`src/design/ffha_pkg.sv`:
```
`timescale 1ns / 1ps
// ---------------------------------------------------------------------------
// ffha_pkg
// Item types, status codes and controller/datapath command types.
// ---------------------------------------------------------------------------
package ffha_pkg;

   typedef struct packed {
      logic        kind;
      logic [15:0] req_bytes;
      logic [13:0] free_offset;
   } req_type;

   typedef struct packed {
      logic [13:0] payload_offset;
      logic [1:0]  status;
      logic [14:0] free_total;
      logic [14:0] used_total;
   } rsp_type;

   localparam logic KIND_ALLOC = 1'b0;
   localparam logic KIND_FREE  = 1'b1;

   localparam logic [1:0] ST_OK      = 2'd0;
   localparam logic [1:0] ST_ZERO    = 2'd1;
   localparam logic [1:0] ST_NOMEM   = 2'd2;
   localparam logic [1:0] ST_BADFREE = 2'd3;

   localparam int REQ_BYTES_W = 16;

   // Datapath operations.
   localparam logic [4:0] OP_NONE     = 5'd0;
   localparam logic [4:0] OP_INIT     = 5'd1;
   localparam logic [4:0] OP_ACCEPT   = 5'd2;
   localparam logic [4:0] OP_ROUND_Q  = 5'd3;
   localparam logic [4:0] OP_ROUND_W  = 5'd4;
   localparam logic [4:0] OP_SCAN_RD  = 5'd5;
   localparam logic [4:0] OP_SCAN_CHK = 5'd6;
   localparam logic [4:0] OP_TAKE     = 5'd7;
   localparam logic [4:0] OP_INS_RD   = 5'd8;
   localparam logic [4:0] OP_INS_WR   = 5'd9;
   localparam logic [4:0] OP_INS_FIN  = 5'd10;
   localparam logic [4:0] OP_NEXT_RD  = 5'd11;
   localparam logic [4:0] OP_NEXT_CHK = 5'd12;
   localparam logic [4:0] OP_REM_RD   = 5'd13;
   localparam logic [4:0] OP_REM_WR   = 5'd14;
   localparam logic [4:0] OP_REM_FIN  = 5'd15;
   localparam logic [4:0] OP_PREV_RD  = 5'd16;
   localparam logic [4:0] OP_PREV_CHK = 5'd17;
   localparam logic [4:0] OP_WR_CUR   = 5'd18;
   localparam logic [4:0] OP_FIN      = 5'd19;

   typedef struct packed {
      logic [4:0] op;
      logic [1:0] status;
   } ffha_cmd_type;

   typedef struct packed {
      logic req_free;
      logic req_zero;
      logic req_null;
      logic hit;
      logic last;
      logic rd_free;
      logic split_ok;
      logic next_exists;
      logic prev_exists;
      logic ins_more;
      logic rem_more;
      logic rsp_busy;
   } ffha_flag_type;

endpackage

```
`src/design/ffha_ram.sv`:
```
`timescale 1ns / 1ps
// ---------------------------------------------------------------------------
// ffha_ram
// Generic simple dual-port RAM with one write port and a registered read.
// ---------------------------------------------------------------------------
module ffha_ram #(
   parameter int WIDTH = 30,
   parameter int DEPTH = 64
) (
   input  logic                     clock,
   input  logic                     we,
   input  logic [$clog2(DEPTH)-1:0] waddr,
   input  logic [WIDTH-1:0]         wdata,
   input  logic [$clog2(DEPTH)-1:0] raddr,
   output logic [WIDTH-1:0]         rdata
);

   logic [WIDTH-1:0] mem [DEPTH];
   logic [WIDTH-1:0] rdata_ff;

   always_ff @(posedge clock) begin
      if (we) begin
         mem[waddr] <= wdata;
      end
      rdata_ff <= mem[raddr];
   end

   assign rdata = rdata_ff;

endmodule

```
`src/design/ffha_ctrl.sv`:
```
`timescale 1ns / 1ps
// ---------------------------------------------------------------------------
// ffha_ctrl
// Sequencer for the allocate and free flows of the block table.
// ---------------------------------------------------------------------------
module ffha_ctrl import ffha_pkg::*; (
   input  logic          clock,
   input  logic          reset,
   input  logic          req_valid,
   output logic          req_ready,
   input  ffha_flag_type flags,
   output ffha_cmd_type  cmd
);

   localparam logic [4:0] S_INIT     = 5'd0;
   localparam logic [4:0] S_IDLE     = 5'd1;
   localparam logic [4:0] S_ROUND_Q  = 5'd2;
   localparam logic [4:0] S_ROUND_W  = 5'd3;
   localparam logic [4:0] S_SCAN_RD  = 5'd4;
   localparam logic [4:0] S_SCAN_CHK = 5'd5;
   localparam logic [4:0] S_TAKE     = 5'd6;
   localparam logic [4:0] S_INS_CHK  = 5'd7;
   localparam logic [4:0] S_INS_RD   = 5'd8;
   localparam logic [4:0] S_INS_WR   = 5'd9;
   localparam logic [4:0] S_INS_FIN  = 5'd10;
   localparam logic [4:0] S_NEXT_RD  = 5'd11;
   localparam logic [4:0] S_NEXT_CHK = 5'd12;
   localparam logic [4:0] S_REM_CHK  = 5'd13;
   localparam logic [4:0] S_REM_RD   = 5'd14;
   localparam logic [4:0] S_REM_WR   = 5'd15;
   localparam logic [4:0] S_REM_FIN  = 5'd16;
   localparam logic [4:0] S_PREV_RD  = 5'd17;
   localparam logic [4:0] S_PREV_CHK = 5'd18;
   localparam logic [4:0] S_WR_CUR   = 5'd19;
   localparam logic [4:0] S_FIN      = 5'd20;

   localparam logic RET_PREV = 1'b0;
   localparam logic RET_FIN  = 1'b1;

   logic [4:0] state_ff, state_in;
   logic [1:0] st_ff, st_in;
   logic       ret_ff, ret_in;
   logic       kind_ff, kind_in;

   always_comb begin
      state_in  = state_ff;
      st_in     = st_ff;
      ret_in    = ret_ff;
      kind_in   = kind_ff;
      cmd.op    = OP_NONE;
      cmd.status = st_ff;
      req_ready = 1'b0;
      case (state_ff)
         S_INIT: begin
            cmd.op   = OP_INIT;
            state_in = S_IDLE;
         end
         S_IDLE: begin
            req_ready = 1'b1;
            if (req_valid) begin
               cmd.op  = OP_ACCEPT;
               kind_in = flags.req_free;
               st_in   = ST_OK;
               if (flags.req_free) begin
                  state_in = flags.req_null ? S_FIN : S_SCAN_RD;
               end else if (flags.req_zero) begin
                  st_in    = ST_ZERO;
                  state_in = S_FIN;
               end else begin
                  state_in = S_ROUND_Q;
               end
            end
         end
         S_ROUND_Q: begin
            cmd.op   = OP_ROUND_Q;
            state_in = S_ROUND_W;
         end
         S_ROUND_W: begin
            cmd.op   = OP_ROUND_W;
            state_in = S_SCAN_RD;
         end
         S_SCAN_RD: begin
            cmd.op   = OP_SCAN_RD;
            state_in = S_SCAN_CHK;
         end
         S_SCAN_CHK: begin
            cmd.op = OP_SCAN_CHK;
            if (flags.hit) begin
               if (kind_ff == KIND_ALLOC) begin
                  state_in = S_TAKE;
               end else if (flags.rd_free) begin
                  st_in    = ST_BADFREE;
                  state_in = S_FIN;
               end else begin
                  state_in = S_NEXT_RD;
               end
            end else if (flags.last) begin
               st_in    = (kind_ff == KIND_ALLOC) ? ST_NOMEM : ST_BADFREE;
               state_in = S_FIN;
            end else begin
               state_in = S_SCAN_RD;
            end
         end
         S_TAKE: begin
            cmd.op   = OP_TAKE;
            state_in = flags.split_ok ? S_INS_CHK : S_FIN;
         end
         S_INS_CHK: begin
            state_in = flags.ins_more ? S_INS_RD : S_INS_FIN;
         end
         S_INS_RD: begin
            cmd.op   = OP_INS_RD;
            state_in = S_INS_WR;
         end
         S_INS_WR: begin
            cmd.op   = OP_INS_WR;
            state_in = S_INS_CHK;
         end
         S_INS_FIN: begin
            cmd.op   = OP_INS_FIN;
            state_in = S_FIN;
         end
         S_NEXT_RD: begin
            cmd.op   = OP_NEXT_RD;
            state_in = flags.next_exists ? S_NEXT_CHK : S_PREV_RD;
         end
         S_NEXT_CHK: begin
            cmd.op = OP_NEXT_CHK;
            if (flags.rd_free) begin
               ret_in   = RET_PREV;
               state_in = S_REM_CHK;
            end else begin
               state_in = S_PREV_RD;
            end
         end
         S_REM_CHK: begin
            state_in = flags.rem_more ? S_REM_RD : S_REM_FIN;
         end
         S_REM_RD: begin
            cmd.op   = OP_REM_RD;
            state_in = S_REM_WR;
         end
         S_REM_WR: begin
            cmd.op   = OP_REM_WR;
            state_in = S_REM_CHK;
         end
         S_REM_FIN: begin
            cmd.op   = OP_REM_FIN;
            state_in = (ret_ff == RET_PREV) ? S_PREV_RD : S_FIN;
         end
         S_PREV_RD: begin
            cmd.op   = OP_PREV_RD;
            state_in = flags.prev_exists ? S_PREV_CHK : S_WR_CUR;
         end
         S_PREV_CHK: begin
            cmd.op = OP_PREV_CHK;
            if (flags.rd_free) begin
               ret_in   = RET_FIN;
               state_in = S_REM_CHK;
            end else begin
               state_in = S_WR_CUR;
            end
         end
         S_WR_CUR: begin
            cmd.op   = OP_WR_CUR;
            state_in = S_FIN;
         end
         S_FIN: begin
            if (!flags.rsp_busy) begin
               cmd.op   = OP_FIN;
               state_in = S_IDLE;
            end
         end
         default: begin
            state_in = S_INIT;
         end
      endcase
   end

   always_ff @(posedge clock) begin
      if (reset) begin
         state_ff <= S_INIT;
         st_ff    <= ST_OK;
         ret_ff   <= RET_PREV;
         kind_ff  <= KIND_ALLOC;
      end else begin
         state_ff <= state_in;
         st_ff    <= st_in;
         ret_ff   <= ret_in;
         kind_ff  <= kind_in;
      end
   end

endmodule

```
`src/design/ffha_datapath.sv`:
```
`timescale 1ns / 1ps
// ---------------------------------------------------------------------------
// ffha_datapath
// Block table memory, scan pointer, working entry, byte totals, result register.
// ---------------------------------------------------------------------------
module ffha_datapath import ffha_pkg::*; #(
   parameter int ARENA_BYTES  = 16384,
   parameter int MAX_BLOCKS   = 64,
   parameter int HEADER_BYTES = 40,
   parameter int ALIGN_BYTES  = 16
) (
   input  logic          clock,
   input  logic          reset,
   input  req_type       req_data,
   input  logic          rsp_ready,
   output logic          rsp_valid,
   output rsp_type       rsp_data,
   input  ffha_cmd_type  cmd,
   output ffha_flag_type flags
);

   localparam int HW  = $clog2(ARENA_BYTES);
   localparam int SW  = $clog2(ARENA_BYTES + 1);
   localparam int IW  = $clog2(MAX_BLOCKS);
   localparam int NW  = $clog2(MAX_BLOCKS + 1);
   localparam int EW  = HW + SW + 1;
   localparam int WW  = REQ_BYTES_W + 1;
   localparam int CW  = ((SW > WW) ? SW : WW) + 2;
   localparam int AB  = $clog2(ALIGN_BYTES);
   localparam int AW  = $clog2(ALIGN_BYTES + 1);
   localparam int RS  = WW + AB;
   localparam int RMW = RS + 1;
   localparam logic [RMW-1:0] RECIP = RMW'((2 ** RS + ALIGN_BYTES - 1) / ALIGN_BYTES);

   logic [NW-1:0] count_ff, count_in;
   logic [NW-1:0] ptr_ff, ptr_in;
   logic [IW-1:0] hit_ff, hit_in;
   logic          kind_ff, kind_in;
   logic [REQ_BYTES_W-1:0] req_bytes_ff, req_bytes_in;
   logic [13:0]   off_ff, off_in;
   logic [WW-1:0] q_ff, q_in;
   logic [WW-1:0] wanted_ff, wanted_in;
   logic [HW-1:0] cur_hdr_ff, cur_hdr_in;
   logic [SW-1:0] cur_size_ff, cur_size_in;
   logic [SW-1:0] free_tot_ff, free_tot_in;
   logic [SW-1:0] used_tot_ff, used_tot_in;
   rsp_type       rsp_ff, rsp_in;
   logic          rsp_valid_ff, rsp_valid_in;

   logic          ram_we;
   logic [IW-1:0] ram_waddr, ram_raddr;
   logic [EW-1:0] ram_wdata, ram_rdata;
   logic [HW-1:0] rd_hdr;
   logic [SW-1:0] rd_size;
   logic          rd_free;

   logic [WW-1:0]     round_x;
   logic [WW+RMW-1:0] round_prod;
   logic [WW+AW-1:0]  wanted_prod;
   logic              fit, match_off;
   logic [NW-1:0]     hit_p1;
   logic [SW-1:0]     wanted_s;

   ffha_ram #(.WIDTH(EW), .DEPTH(MAX_BLOCKS)) u_table (
      .clock (clock),
      .we    (ram_we),
      .waddr (ram_waddr),
      .wdata (ram_wdata),
      .raddr (ram_raddr),
      .rdata (ram_rdata)
   );

   assign rd_hdr  = ram_rdata[EW-1 -: HW];
   assign rd_size = ram_rdata[SW:1];
   assign rd_free = ram_rdata[0];

   // Round-up to the alignment: multiply by a scaled reciprocal, then back.
   assign round_x     = WW'(req_bytes_ff) + WW'(ALIGN_BYTES - 1);
   assign round_prod  = (WW + RMW)'(round_x) * (WW + RMW)'(RECIP);
   assign wanted_prod = (WW + AW)'(q_ff) * (WW + AW)'(ALIGN_BYTES);
   assign wanted_s    = SW'(wanted_ff);

   assign fit       = rd_free && (CW'(rd_size) >= CW'(wanted_ff));
   assign match_off = (CW'(rd_hdr) + CW'(HEADER_BYTES)) == CW'(off_ff);
   assign hit_p1    = NW'(hit_ff) + NW'(1);

   always_comb begin
      flags.req_free    = req_data.kind;
      flags.req_zero    = (req_data.req_bytes == '0);
      flags.req_null    = (req_data.free_offset == '0);
      flags.hit         = kind_ff ? match_off : fit;
      flags.last        = (ptr_ff + NW'(1)) == count_ff;
      flags.rd_free     = rd_free;
      flags.split_ok    = (CW'(cur_size_ff) >= CW'(wanted_ff) + CW'(HEADER_BYTES)
                           + CW'(ALIGN_BYTES)) && (count_ff < NW'(MAX_BLOCKS));
      flags.next_exists = hit_p1 < count_ff;
      flags.prev_exists = (hit_ff != '0);
      flags.ins_more    = ptr_ff > hit_p1;
      flags.rem_more    = (ptr_ff + NW'(1)) < count_ff;
      flags.rsp_busy    = rsp_valid_ff && !rsp_ready;
   end

   always_comb begin
      count_in     = count_ff;
      ptr_in       = ptr_ff;
      hit_in       = hit_ff;
      kind_in      = kind_ff;
      req_bytes_in = req_bytes_ff;
      off_in       = off_ff;
      q_in         = q_ff;
      wanted_in    = wanted_ff;
      cur_hdr_in   = cur_hdr_ff;
      cur_size_in  = cur_size_ff;
      free_tot_in  = free_tot_ff;
      used_tot_in  = used_tot_ff;
      rsp_in       = rsp_ff;
      rsp_valid_in = rsp_valid_ff && !rsp_ready;
      ram_we       = 1'b0;
      ram_waddr    = hit_ff;
      ram_wdata    = {cur_hdr_ff, cur_size_ff, 1'b1};
      ram_raddr    = ptr_ff[IW-1:0];
      case (cmd.op)
         OP_INIT: begin
            ram_we    = 1'b1;
            ram_waddr = '0;
            ram_wdata = {HW'(0), SW'(ARENA_BYTES - HEADER_BYTES), 1'b1};
         end
         OP_ACCEPT: begin
            kind_in      = req_data.kind;
            req_bytes_in = req_data.req_bytes;
            off_in       = req_data.free_offset;
            ptr_in       = '0;
         end
         OP_ROUND_Q: begin
            q_in = round_prod[RS +: WW];
         end
         OP_ROUND_W: begin
            wanted_in = wanted_prod[WW-1:0];
         end
         OP_SCAN_RD: begin
            ram_raddr = ptr_ff[IW-1:0];
         end
         OP_SCAN_CHK: begin
            if (flags.hit) begin
               hit_in      = ptr_ff[IW-1:0];
               cur_hdr_in  = rd_hdr;
               cur_size_in = rd_size;
            end else begin
               ptr_in = ptr_ff + NW'(1);
            end
         end
         OP_TAKE: begin
            ram_we = 1'b1;
            if (flags.split_ok) begin
               ram_wdata   = {cur_hdr_ff, wanted_s, 1'b0};
               free_tot_in = free_tot_ff - wanted_s - SW'(HEADER_BYTES);
               used_tot_in = used_tot_ff + wanted_s;
               ptr_in      = count_ff;
            end else begin
               ram_wdata   = {cur_hdr_ff, cur_size_ff, 1'b0};
               free_tot_in = free_tot_ff - cur_size_ff;
               used_tot_in = used_tot_ff + cur_size_ff;
            end
         end
         OP_INS_RD: begin
            ram_raddr = IW'(ptr_ff - NW'(1));
         end
         OP_INS_WR: begin
            ram_we    = 1'b1;
            ram_waddr = ptr_ff[IW-1:0];
            ram_wdata = ram_rdata;
            ptr_in    = ptr_ff - NW'(1);
         end
         OP_INS_FIN: begin
            ram_we    = 1'b1;
            ram_waddr = hit_p1[IW-1:0];
            ram_wdata = {HW'(cur_hdr_ff + HW'(HEADER_BYTES) + HW'(wanted_ff)),
                         SW'(cur_size_ff - wanted_s - SW'(HEADER_BYTES)), 1'b1};
            count_in  = count_ff + NW'(1);
         end
         OP_NEXT_RD: begin
            ram_raddr   = hit_p1[IW-1:0];
            free_tot_in = free_tot_ff + cur_size_ff;
            used_tot_in = used_tot_ff - cur_size_ff;
         end
         OP_NEXT_CHK: begin
            if (rd_free) begin
               cur_size_in = cur_size_ff + SW'(HEADER_BYTES) + rd_size;
               free_tot_in = free_tot_ff + SW'(HEADER_BYTES);
               ptr_in      = hit_p1;
            end
         end
         OP_REM_RD: begin
            ram_raddr = IW'(ptr_ff + NW'(1));
         end
         OP_REM_WR: begin
            ram_we    = 1'b1;
            ram_waddr = ptr_ff[IW-1:0];
            ram_wdata = ram_rdata;
            ptr_in    = ptr_ff + NW'(1);
         end
         OP_REM_FIN: begin
            count_in = count_ff - NW'(1);
         end
         OP_PREV_RD: begin
            ram_raddr = hit_ff - IW'(1);
         end
         OP_PREV_CHK: begin
            if (rd_free) begin
               ram_we      = 1'b1;
               ram_waddr   = hit_ff - IW'(1);
               ram_wdata   = {rd_hdr, SW'(rd_size + SW'(HEADER_BYTES) + cur_size_ff), 1'b1};
               free_tot_in = free_tot_ff + SW'(HEADER_BYTES);
               ptr_in      = NW'(hit_ff);
            end
         end
         OP_WR_CUR: begin
            ram_we    = 1'b1;
            ram_waddr = hit_ff;
            ram_wdata = {cur_hdr_ff, cur_size_ff, 1'b1};
         end
         OP_FIN: begin
            rsp_valid_in      = 1'b1;
            rsp_in.status     = cmd.status;
            rsp_in.free_total = 15'(free_tot_ff);
            rsp_in.used_total = 15'(used_tot_ff);
            if ((cmd.status == ST_OK) && (kind_ff == KIND_ALLOC)) begin
               rsp_in.payload_offset = 14'(cur_hdr_ff + HW'(HEADER_BYTES));
            end else begin
               rsp_in.payload_offset = '0;
            end
         end
         default: begin
         end
      endcase
   end

   always_ff @(posedge clock) begin
      if (reset) begin
         count_ff     <= NW'(1);
         ptr_ff       <= '0;
         free_tot_ff  <= SW'(ARENA_BYTES - HEADER_BYTES);
         used_tot_ff  <= '0;
         rsp_valid_ff <= 1'b0;
      end else begin
         count_ff     <= count_in;
         ptr_ff       <= ptr_in;
         free_tot_ff  <= free_tot_in;
         used_tot_ff  <= used_tot_in;
         rsp_valid_ff <= rsp_valid_in;
      end
   end

   always_ff @(posedge clock) begin
      hit_ff       <= hit_in;
      kind_ff      <= kind_in;
      req_bytes_ff <= req_bytes_in;
      off_ff       <= off_in;
      q_ff         <= q_in;
      wanted_ff    <= wanted_in;
      cur_hdr_ff   <= cur_hdr_in;
      cur_size_ff  <= cur_size_in;
      rsp_ff       <= rsp_in;
   end

   assign rsp_valid = rsp_valid_ff;
   assign rsp_data  = rsp_ff;

endmodule

```
`src/design/first_fit_heap_allocator.sv`:
```
`timescale 1ns / 1ps
// ---------------------------------------------------------------------------
// first_fit_heap_allocator
// First-fit allocator over a fixed arena with block split and free coalescing.
// ---------------------------------------------------------------------------
//
//   Channel   Direction  Ports                          Carries
//   request   in         req_valid req_ready req_data   allocate or free item
//   response  out        rsp_valid rsp_ready rsp_data   offset, status, totals
//
// A zero-size allocate or a null free goes straight to the response. An
// allocate rounds its size up to the alignment and scans the table entry by
// entry; it fails with no memory after the last entry, or takes the first
// block that fits and, on a split, moves later entries up to insert the rest.
// A free scans for its block and is bad if none matches or the block is free;
// a valid free merges with a free next block, moving later entries down, then
// with a free previous block, again moving entries down. The block table has
// a single read port. After reset, the init state writes the initial free
// block before the first item is taken. A stalled response holds in the
// output register while the next item is already accepted and worked on;
// that item then waits in its last step until the register frees.
//
// The block table is kept address ordered in a RAM; the controller walks it
// one entry at a time, and shifts entries when a split inserts a block or a
// merge removes one. Free and used byte totals are kept as running sums, so
// every response reports them without a walk.
module first_fit_heap_allocator import ffha_pkg::*; #(
   parameter int ARENA_BYTES  = 16384,
   parameter int MAX_BLOCKS   = 64,
   parameter int HEADER_BYTES = 40,
   parameter int ALIGN_BYTES  = 16
) (
   input  logic    clock,
   input  logic    reset,
   input  logic    req_valid,
   output logic    req_ready,
   input  req_type req_data,
   output logic    rsp_valid,
   input  logic    rsp_ready,
   output rsp_type rsp_data
);

   ffha_cmd_type  cmd;
   ffha_flag_type flags;

   // The controller sequences each item; the datapath holds all table state.
   ffha_ctrl u_ctrl (
      .clock     (clock),
      .reset     (reset),
      .req_valid (req_valid),
      .req_ready (req_ready),
      .flags     (flags),
      .cmd       (cmd)
   );

   ffha_datapath #(
      .ARENA_BYTES  (ARENA_BYTES),
      .MAX_BLOCKS   (MAX_BLOCKS),
      .HEADER_BYTES (HEADER_BYTES),
      .ALIGN_BYTES  (ALIGN_BYTES)
   ) u_dp (
      .clock     (clock),
      .reset     (reset),
      .req_data  (req_data),
      .rsp_ready (rsp_ready),
      .rsp_valid (rsp_valid),
      .rsp_data  (rsp_data),
      .cmd       (cmd),
      .flags     (flags)
   );

endmodule

```
`config.mk`:
```
export PLATFORM = sky130hd
export DESIGN_NAME = first_fit_heap_allocator
export DESIGN_NICKNAME = d
export VERILOG_FILES = /design/src/design/ffha_pkg.sv /design/src/design/ffha_ram.sv /design/src/design/ffha_ctrl.sv /design/src/design/ffha_datapath.sv /design/src/design/first_fit_heap_allocator.sv
export SDC_FILE = /design/constraint.sdc
export NUM_CORES = 2
export LEC_CHECK = 0
export ABC_AREA = 1
export BUFFER_PORTS_ARGS = -buffer_cell sky130_fd_sc_hd__clkbuf_2
export CORE_UTILIZATION = 50
export CTS_BUF_LIST = sky130_fd_sc_hd__clkbuf_8
export CTS_CLUSTER_SIZE = 14
export DETAILED_ROUTE_END_ITERATION = 8
export GPL_ROUTABILITY_DRIVEN = 0
export PLACE_DENSITY = 0.65
export SETUP_SLACK_MARGIN = 0.4
export SLEW_MARGIN = 5
export SYNTH_ARGS = -nofsm -noshare
export SYNTH_HDL_FRONTEND = slang
export SYNTH_HIERARCHICAL = 1
export SYNTH_SLANG_ARGS = --single-unit
```
`constraint.sdc`:
```
create_clock -name clock -period 19.16 [get_ports clock]
set_input_delay 0 -clock clock [delete_from_list [all_inputs] [get_ports clock]]
set_output_delay 0 -clock clock [all_outputs]
set_load 0.01 [all_outputs]
```
==> out/results.ini <==
[critical_path]
arrival_ns=9.11
r2r_slack_ns=11.00
cp-start-kind=register
worstPathMaxFanout=152
crit_type=reg2reg
required_ns=20.10
cp-end-kind=register

[power]
max-vdd-ir-drop_v=0.0002092
p_per_area_nw_per_um2=154.6
power.leakage_nw=40.71
p_total_w=0.01644

[global_routing]
grt.overflow.total=0
grt_pass1_vias=68060
grt_pass1_wl_um=440600
antenna_found_initial=18
grt_max_degree=215
grt_usage_pct=30.66

[die]
die_h_um=440.6
coreArea_sq_um=190600
row_count=160
initial_utilization_pct=50.47
pin_count=83
die_x_um=440.6
dieArea_sq_um=194100

[routing]
wl_per_cell_um=25.04
via_per_inst=5.944
drt_first_pass_iters=9
routed_wl_um=300800
detail-route-antenna-nets=0
drt_iter0_drc=9684
vias=71380
drc=35

[timing]
slew_headroom_pct=17.52
max_slew.worst_pin.slew_ns=1.206
finalSetupViolations=0
worst_clock_skew_ns=0.07158
timing.setup.tns_ns=0
hold_viol=0
min_period_over_period_pct=42.60
clock.fmax_mhz=122.5
holdWs_ns=0.1332
rsz0062_at_grt=false
drv_slew=0
period_minus_slack_ns=8.163

[cells_and_area]
areaGrowthSynthToFinish_pct=10.56
finalInstanceArea_sq_um=106400
drive_gt1_share_pct=8.512
num-fill-cells=16090
fin_nets=9487
finalCoreUtilization_pct=55.80

[worst_hold_path]
holdCritPathClass=in2reg

[synthesis]
yosys_register_bits=2142
synth_flop_cell=edfxtp_1
synth_seq_area_share_pct=65.99
syn_area_sq_um=96190
synth_area_per_cell_sq_um=10.65
yosys_warnings=6
synth_edf_count=2058
syn_inst=9031
syn_nets=9278
netlist-cell-type-count=66
synth-async-reset-ratio_pct=0

[placed_design]
placed_cell_area_sq_um=99410
hpwl_um=168500
io_buffers=82

[clock_network]
post_cts_buffers=0
ctsRootBufferMaster=clkbuf_8
insertion_delay_ns=1.07
cts-htree-levels=5
ctsHoldBuffers=68
clkSinkCount=2142
numCtsBuffers=361
cts_resized=0
cts_tree=yes
clk_path_buf_depth=4
path_clk_slew_ns=0.07

[run_status]
failed_checks=design-rule violations
status=finished, violations left

[job]
drv_cap=0

[registers in the layout, summed over array words and instances (netlist names), 2 cells and up, named ones only]
signal and count:
u_ctrl/st_ff 2, u_ctrl/state_ff 5, u_dp/count_ff 7, u_dp/cur_hdr_ff 14
u_dp/cur_size_ff 15, u_dp/free_tot_ff 13, u_dp/hit_ff 6, u_dp/off_ff 14
u_dp/ptr_ff 7, u_dp/q_ff 13, u_dp/req_bytes_ff 16, u_dp/rsp_data 46
u_dp/u_table/mem 1920, u_dp/u_table/rdata 30, u_dp/used_tot_ff 15, u_dp/wanted_ff 13
[placed cells by master (no fill, tap or decap), drive strengths merged, types with 93 or more instances in the layout]
cell | netlist | layout
nand3 | 1794 | 1794
clkbuf | 114 | 460
a21oi | 194 | 194
edfxtp | 2058 | 2058
nor2 | 294 | 294
inv | 394 | 529
o21ai | 154 | 154
buf | 362 | 172
nand2 | 2973 | 2973
ha | 204 | 204
clkinv | 6 | 101
xor2 | 93 | 93
[cell families (layout without fill, tap and decap cells)]
kind of cell | count (synthesis) | in the layout | synth area share [%]
other cells | 0 | 6 | 0
simple gates | 5203 | 5203 | 23.09
compound gates | 482 | 482 | 2.890
xor+xnor | 116 | 116 | 1.070
fa+ha+maj | 212 | 212 | 2.820
buf+inv | 876 | 1338 | 4.141
flops | 2142 | 2142 | 65.99
[final timing paths]
kind / startpoint / end / cells past startpoint
hold reg to reg: u_dp/q_ff[8] / u_dp/wanted_ff[12] / 0
setup reg to reg: u_ctrl/state_ff[4] / u_dp/u_table/rdata[23] / 25
hold / removal: reset / u_ctrl/ret_ff / 3
setup / recovery: u_ctrl/state_ff[4] / u_dp/u_table/rdata[23] / 25
[per-layer routing]
metal	part of all wire, %	GRT usage (%)	up-vias
li1	-	-	31880
met1	39	41.08	34540
met2	45	46.92	4116
met3	11	6.498	841
met4	5.7	16.41	8
met5	0.015	0	-
[cell type report]
| type | instances | area, sq um | area share, % |
|---|---|---|---|
| diodes | 6 | 15.01 | 0.01412 |
| clock buffers | 378 | 5202 | 4.892 |
| clock inverters | 238 | 1044 | 0.9812 |
| inverters | 400 | 1535 | 1.444 |
| multi-input cells | 6013 | 29460 | 27.70 |
| flip-flops and latches | 2142 | 63480 | 59.69 |
| well taps | 2511 | 3142 | 2.954 |
| repair buffers | 322 | 2470 | 2.322 |
[synthesized netlist by cell type, drive strengths merged (12+ instances only)]
library cell / number / area [sq um]
o211ai: 15 / 112.6
inv: 394 / 1481
buf: 362 / 2051
nand3b: 14 / 105.1
nor3: 41 / 232.7
edfxtp: 2058 / 61800
a21oi: 194 / 974.7
a221oi: 12 / 105.1
nor4: 16 / 100.1
nand3: 1794 / 8989
ha: 204 / 2552
o21ai: 154 / 774.5
xnor2: 22 / 192.7
dfxtp: 84 / 1682
nand2: 2973 / 11180
nand4: 53 / 331.6
xor2: 93 / 814.5
clkbuf: 114 / 429.2
nor2: 294 / 1149
o22ai: 16 / 100.1
[critical path, stage by stage (launching register included)]
cell	delay, ns
dfxtp_1	0.50
inv_2	0.21
nand3_2	0.18
inv_1	0.08
nand2_1	0.12
nand3_1	0.10
or3_1	0.43
nand2_1	0.26
nor2_1	0.08
buf_4	0.25
nor3_1	0.52
nand2_1	0.20
nand3_4	0.17
buf_4	0.69
buf_12	0.54
buf_4	0.75
buf_4	0.80
buf_4	0.74
nand2_1	0.13
nand3_1	0.14
nand3_1	0.11
nand2_1	0.10
nand2_1	0.05
nand3_1	0.10
nand3_1	0.09
nand2_1	0.10
[where the power goes]
group	total [W]	internal, W	switching, W
sequential	0.00728	0.00702	0.000269
combinational	0.00551	0.00109	0.00442
clock	0.00365	0.00184	0.00181
total	0.0164	0.00994	0.00650
[through the flow]
stage               cells  setup slack [ns]
finish              12010             11.00
global route        12010             10.68
CTS                 12000             11.53
detailed placement  11320             11.57
global placement    11320             11.81
floorplan            9031             12.69
Power figures use the tool's default switching activity.
